`src/hw/rtl/murabc_pkg.sv`:
```
// ----------------------------------------------------------------------------
// murabc_pkg
// Shared types and constants of the first-order Mur boundary update block.
// ----------------------------------------------------------------------------
package murabc_pkg;

	localparam int MAX_DIM_DEF = 64;
	localparam int NUM_STORES  = 12;

	localparam int VAL_W  = 32;
	localparam int COEF_W = 17;
	localparam int SIZE_W = 7;
	localparam int TAN_W  = 6;
	localparam int FACE_W = 3;
	localparam int CIDX_W = 2;
	localparam int CDAT_W = 17;

	localparam logic [SIZE_W-1:0] SIZE_RST = SIZE_W'(64);

	// face codes
	localparam logic [FACE_W-1:0] FACE_X_LO = 3'd0;
	localparam logic [FACE_W-1:0] FACE_X_HI = 3'd1;
	localparam logic [FACE_W-1:0] FACE_Y_LO = 3'd2;
	localparam logic [FACE_W-1:0] FACE_Y_HI = 3'd3;
	localparam logic [FACE_W-1:0] FACE_Z_LO = 3'd4;
	localparam logic [FACE_W-1:0] FACE_Z_HI = 3'd5;

	typedef enum logic [1:0] {
		ST_OK      = 2'd0,
		ST_NO_COEF = 2'd1,
		ST_RANGE   = 2'd2
	} status_t;

	typedef enum logic [CIDX_W-1:0] {
		REG_COEF   = 2'd0,
		REG_SIZE_X = 2'd1,
		REG_SIZE_Y = 2'd2,
		REG_SIZE_Z = 2'd3
	} cfg_reg_t;

endpackage

```
`src/hw/rtl/murabc_decode.sv`:
```
// ----------------------------------------------------------------------------
// murabc_decode
// Request check against coefficient and face extents, and store address.
// ----------------------------------------------------------------------------
module murabc_decode #(
	parameter int MAX_DIM = murabc_pkg::MAX_DIM_DEF,
	parameter int ADDR_W  = 16
) (
	input  logic signed [murabc_pkg::COEF_W-1:0] coef,
	input  logic        [murabc_pkg::SIZE_W-1:0] size_x,
	input  logic        [murabc_pkg::SIZE_W-1:0] size_y,
	input  logic        [murabc_pkg::SIZE_W-1:0] size_z,
	input  logic        [murabc_pkg::FACE_W-1:0] face,
	input  logic                                 component,
	input  logic        [murabc_pkg::TAN_W-1:0]  tan_a,
	input  logic        [murabc_pkg::TAN_W-1:0]  tan_b,
	output murabc_pkg::status_t                  status,
	output logic        [ADDR_W-1:0]             addr
);

	localparam int DIM_W = $clog2(MAX_DIM + 1);
	localparam int CW    = (DIM_W > murabc_pkg::SIZE_W) ? DIM_W : murabc_pkg::SIZE_W;

	logic [murabc_pkg::SIZE_W-1:0] sa, sb;
	logic [CW-1:0]                 sa_c, sb_c, lim_a, lim_b;
	logic                          face_ok;
	logic [murabc_pkg::FACE_W:0]   sel;

	always_comb begin
		face_ok = 1'b1;
		sa      = size_x;
		sb      = size_y;
		unique case (face) inside
			murabc_pkg::FACE_X_LO, murabc_pkg::FACE_X_HI: begin
				sa = size_y;
				sb = size_z;
			end
			murabc_pkg::FACE_Y_LO, murabc_pkg::FACE_Y_HI: begin
				sa = size_x;
				sb = size_z;
			end
			murabc_pkg::FACE_Z_LO, murabc_pkg::FACE_Z_HI: begin
				sa = size_x;
				sb = size_y;
			end
			default: begin
				face_ok = 1'b0;
			end
		endcase
	end

	// clamp to the store extent; the component's own axis loses its last cell
	always_comb begin
		sa_c  = (CW'(sa) > CW'(MAX_DIM)) ? CW'(MAX_DIM) : CW'(sa);
		sb_c  = (CW'(sb) > CW'(MAX_DIM)) ? CW'(MAX_DIM) : CW'(sb);
		lim_a = sa_c;
		lim_b = sb_c;
		if (!component)
			lim_a = (sa_c != '0) ? sa_c - CW'(1) : '0;
		else
			lim_b = (sb_c != '0) ? sb_c - CW'(1) : '0;
	end

	always_comb begin
		if (coef == '0)
			status = murabc_pkg::ST_NO_COEF;
		else if (!face_ok || CW'(tan_a) >= lim_a || CW'(tan_b) >= lim_b)
			status = murabc_pkg::ST_RANGE;
		else
			status = murabc_pkg::ST_OK;
	end

	// store index: ((face*2 + component) * MAX_DIM + tan_a) * MAX_DIM + tan_b
	assign sel  = {face, component};
	assign addr = ADDR_W'((int'(sel) * MAX_DIM + int'(tan_a)) * MAX_DIM + int'(tan_b));

endmodule

```
`config.mk`:
```
export PLATFORM = sky130hd
export DESIGN_NAME = murabc_decode
export DESIGN_NICKNAME = d
export VERILOG_FILES = /design/src/hw/rtl/murabc_pkg.sv /design/src/hw/rtl/murabc_decode.sv
export SDC_FILE = /design/constraint.sdc
export NUM_CORES = 1
export LEC_CHECK = 0
export BUFFER_PORTS_ARGS = -buffer_cell sky130_fd_sc_hd__buf_2
export CAP_MARGIN = 30
export CORE_ASPECT_RATIO = 1.2
export CORE_UTILIZATION = 42
export DETAILED_ROUTE_END_ITERATION = 7
export PLACE_DENSITY = 0.81
export SLEW_MARGIN = 10
export SYNTH_ARGS = -nofsm -noshare
export SYNTH_HDL_FRONTEND = slang
export SYNTH_SLANG_ARGS = --single-unit
```
`constraint.sdc`:
```
create_clock -name vclk -period 2.75
set_input_delay 0.275 -clock vclk [all_inputs]
set_output_delay 0.275 -clock vclk [all_outputs]
set_load 0.05 [all_outputs]
```
Word level (Yosys, flattened, before mapping)
Cells that the tools add are included.
Word-level totals
  flip-flop bits (word level): 0
  input bits: 54
  output and inout port bits: 18
  logic and storage cells: 34
Cells by class
  $add $sub $neg: 4
  $lt $le $gt $ge: 4
  equal/unequal tests: 5
  multiplexer cells: 11
  reductions and logical operators: 10
Operators with widths (count)
  7-bit two-way mux: 8
  17-bit logical NOT: 1
  16-bit by 6-bit adder with 16-bit output: 1
  6-bit by 7-bit >= comparator with 1-bit output: 2
  7-bit greater-than comparator, second input constant: 2
  7-bit nonzero test: 2
  7-bit by 1-bit subtractor with 7-bit output, second input constant: 2
  10-bit by 6-bit adder with 10-bit output: 1
  3-bit by 2-bit equality test with 1-bit output, second input constant: 2
  3-bit equality test, second input constant: 2
  6-bit OR reduction: 1
  2-bit two-way mux: 2
  4-bit OR reduction: 1
  3-bit by 1-bit equality test with 1-bit output, second input constant: 1
  3-bit logical NOT: 1
  1-bit logical OR: 2
  2-bit OR reduction: 1
  1-bit logical NOT: 1
  1-bit two-way mux: 1

Longest topological paths before layout
  depth after elaboration: 13
  mapped depth: 15
  depth with buffers taken out: 13

Worst setup path after synthesis
OpenSTA, ideal clock, no wires.
  kind: input -> output
  start: input face[1] (netlist name)
  end: output status[1]
  arrival time: 3.406 ns
  data required time: 2.475 ns
  slack: -0.931 ns
  stages on the path: 14
  path buffers: 1
  cells stage by stage: nor2_2 > buf_6 > mux2_2 > nand2_1 > ha_1 > nand4_4 > and2_4 > mux2_4 > ha_1 > nand2b_1 > a31oi_1 > o21ai_0 > nand3_1 > a31oi_1
Between the ends
  longest elaborated chain between the ends: 13
  elaborated cells on any way between the ends: 31
  classes of those cells: add/sub (2); order compare (4); eq/ne (5); mux (11); reduce/logical (9)
RTL lines
  from (decl): RTL line murabc_decode.sv:13  | input logic [murabc_pkg::FACE_W-1:0] face,
  3-bit by 1-bit equality test with 1-bit output (no source line) / 3-bit logical NOT (equally long branches)
  2-bit OR reduction
  7-bit two-way mux: RTL line murabc_decode.sv:33  | unique case (face) inside
  7-bit greater-than comparator: RTL line murabc_decode.sv:54  | sa_c = (CW'(sa) > CW'(MAX_DIM)) ? CW'(MAX_DIM) : CW'(sa);
  7-bit two-way mux: RTL line murabc_decode.sv:54
  7-bit by 1-bit subtractor with 7-bit output / 7-bit nonzero test (equally long branches): RTL line murabc_decode.sv:59  | lim_a = (sa_c != '0) ? sa_c - CW'(1) : '0;
  7-bit two-way mux: RTL line murabc_decode.sv:59
  7-bit two-way mux: RTL line murabc_decode.sv:58  | if (!component)
  6-bit by 7-bit >= comparator with 1-bit output: RTL line murabc_decode.sv:67  | else if (!face_ok || CW'(tan_a) >= lim_a || CW'(tan_b) >= lim_b)
  1-bit logical OR: RTL line murabc_decode.sv:67
  1-bit logical OR (*): RTL line murabc_decode.sv:67
  2-bit two-way mux (*): RTL line murabc_decode.sv:67
  2-bit two-way mux (*): RTL line murabc_decode.sv:65  | if (coef == '0)
  to (decl): RTL line murabc_decode.sv:17  | output murabc_pkg::status_t status,
Every way passes the cells marked *; elsewhere a longest branch is shown, timed or not.

Worst setup path after layout
Ends and elaborated chain as after synthesis.

==> results.sh <==
export IMPL_ff_latch_area_um2=0
export IMPL_die_y_um=60.8
export IMPL_wire_per_inst_um=16.3
export IMPL_report_final_hold_viol_count=0
export IMPL_insertedDiodeCount=0
export IMPL_layout_drive_gt1_share=0.630
export IMPL_peakVddDrop_mv=0.137
export IMPL_status="complete, but fails checks"
export IMPL_detail_route_first_pass_iterations=4
export IMPL_synthesis_instances=160
export IMPL_final_period_utilization=1.14
export IMPL_cp_max_fo=5
export IMPL_average_instance_area_after_synthesis_um2=7.55
export IMPL_grt_pass1_vias=1609
export IMPL_first_pass_grt_wire_length_um=7250
export IMPL_final_fill_count=198
export IMPL_postRouteWirelength_um=4690
export IMPL_report_final_setup_viol=1
export IMPL_data_arrival_time_of_the_critical_path_ns=2.87
export IMPL_min_path_type="input port to primary output"
export IMPL_static_leakage_power_nw=0.983
export IMPL_avgViaCountPerCell=5.79
export IMPL_final_instance_count_excl_fill=287
export IMPL_fin_worst_hold_slack_ns=0.550
export IMPL_top_level_ports=72
export IMPL_drcViolationCount=0
export IMPL_grt_usage=0.304
export IMPL_violations="setup timing"
export IMPL_most_common_layout_cells="68 x buf_2, 41 x buf_4, 11 x nor2_1, 11 x ha_1"
export IMPL_worst_path_max_delay_cell="mux2_4"
export IMPL_synthesis_yosys_warnings=0
export IMPL_std_cell_rows=20
export IMPL_timing_critical_path_required_ns=2.48
export IMPL_fmax_mhz=318
export IMPL_pre_cts_slack_ns=-0.603
export IMPL_layout_cells_most_common="buf_2"
export IMPL_dp_cells=281
export IMPL_floorplan_die_area_um2=3100
export IMPL_area_growth_pct=70.1
export IMPL_floorplan_initialDensity=0.460
export IMPL_rsz0062_at_grt="true"
export IMPL_sequential_to_total_area_share_from_yosys_stat=0
export IMPL_finalCriticalPeriod_ns=3.15
export IMPL_worst_slew_pin_slew_ns=0.427
export IMPL_n_sequential_cell=0
export IMPL_relSlewSlack=0.707
export IMPL_crit_path_start_kind="input port"
export IMPL_max_cap_violations=0
export IMPL_netlist_area_um2=1210
export IMPL_synth_fp_nets=230
export IMPL_path_cells="buf_2 -> nor2_4 -> mux2_4 -> nand2_4 -> ha_4 -> nand4_4 -> and2_4 -> mux2_4 -> ha_4 -> nand2b_4 -> a31oi_1 -> o21ai_1 -> nand3_1 -> a31oi_1 -> buf_4"
export IMPL_timing_setup_critical_path_class="input port to primary output"
export IMPL_clkbuf_count=0
export IMPL_postLayoutSetupSlackWorst_ns=-0.397
export IMPL_pin_count_of_the_biggest_net_entering_global_routing=12
export IMPL_hpwlAfterDp_um=3430
export IMPL_first_iter_violations=27
export IMPL_yosysUniqueCellTypes=52
export IMPL_die_width_um=51.0
export IMPL_port_buffers=70
export IMPL_gp_congestion=0.948
export IMPL_number_of_antenna_violations_at_the_first_check_in_global_routing=0
export IMPL_layout_nets=326
export IMPL_power_per_cell_area_nw_per_um2=215
export IMPL_routed_via_count=1662
export IMPL_design_core_area_um2=2630
export IMPL_count_of_final_max_slew_check_failures=0
export IMPL_crit_path_end_kind="primary output"
export IMPL_cts_hold_buffers_added=0
export IMPL_detail_route_antenna_nets=0
export IMPL_cpPeakStageDelay_ns=0.34
export IMPL_total_grt_overflow=0
==> cell type report <==
type | instances | area [um2] | area share
Multi-Input combinational cell | 135 | 1270 | 0.616
Timing Repair Buffer | 114 | 729 | 0.355
Tap cell | 33 | 41.3 | 0.0201
Inverter | 5 | 18.8 | 0.00913
==> kinds of logic after synthesis <==
kind of cell             after synthesis  share of synthesized area
AO/OA/AOI/OAI                         44                      0.256
adder cells (fa/ha/maj)               16                      0.166
buffers and inverters                 25                      0.141
multiplexers                          15                      0.139
AND/OR/NAND/NOR                       60                      0.299
==> synthesized netlist by cell type, drive strengths merged (2+ instances only) <==
cell type | number | share of area
nor4 | 5 | 0.026
nor4b | 2 | 0.020
o311ai | 2 | 0.014
o31ai | 2 | 0.017
or4 | 2 | 0.012
and3 | 2 | 0.010
mux2i | 4 | 0.033
a221oi | 2 | 0.014
a211oi | 4 | 0.033
nand3 | 2 | 0.0083
nor2b | 2 | 0.010
o22ai | 2 | 0.010
buf | 19 | 0.12
nor2 | 13 | 0.042
ha | 16 | 0.17
nor3 | 7 | 0.037
and2 | 2 | 0.012
o21ai | 10 | 0.045
nand2 | 11 | 0.034
mux2 | 11 | 0.11
inv | 5 | 0.016
a21o | 3 | 0.019
nand4 | 3 | 0.028
nor3b | 3 | 0.023
a21oi | 9 | 0.037
a31oi | 4 | 0.021
or3 | 2 | 0.010
==> where the power goes <==
group,internal [mW],total [mW],switching [mW]
clock,0,0,0
sequential,0,0,0
combinational,0.206,0.442,0.235
==> per-stage QoR <==
step | utilization | power, mW | cell area, um2 | TNS (ns)
CTS | 0.750 | 0.410 | 1970 | -0.313
global route | 0.782 | 0.476 | 2060 | -0.496
floorplan | - | 0.243 | 1280 | -0.569
global placement | 0.685 | 0.360 | 1800 | -0.531
detailed placement | 0.685 | 0.372 | 1800 | -0.603
finish | 0.782 | 0.442 | 2060 | -0.397
==> worst max-delay path, delay by kind of cell <==
family | cells | cell delay, ns
and+or+nand+nor | 6 | 0.78
adders and majority gates | 2 | 0.42
buffers and inverters | 2 | 0.37
muxes | 2 | 0.61
AOI/OAI and AO/OA | 3 | 0.42
==> metal layers <==
layer / wire length (um) / part of all wire / global-route usage
met3: 173 / 0.037 / 0.0125
met5: 0 / 0 / 0
met4: 79 / 0.017 / 0.0675
met1: 1740 / 0.37 / 0.327
met2: 2690 / 0.57 / 0.639
==> path summary, 6_finish.rpt <==
kind,slack [ns],to,cells after the start,start
setup / recovery,-0.40,status[1],15,face[1]
hold / removal,0.55,addr[13],0,face[0]
==> repair_timing <==
action | CTS | global route
pin swaps | 10 | 7
endpoints found under the setup margin | 1 | 1
resized for setup | 27 | 11
gates cloned | 1 | 0
setup buffers | 2 | 3
No activity file was read; power rests on OpenSTA's default activity.
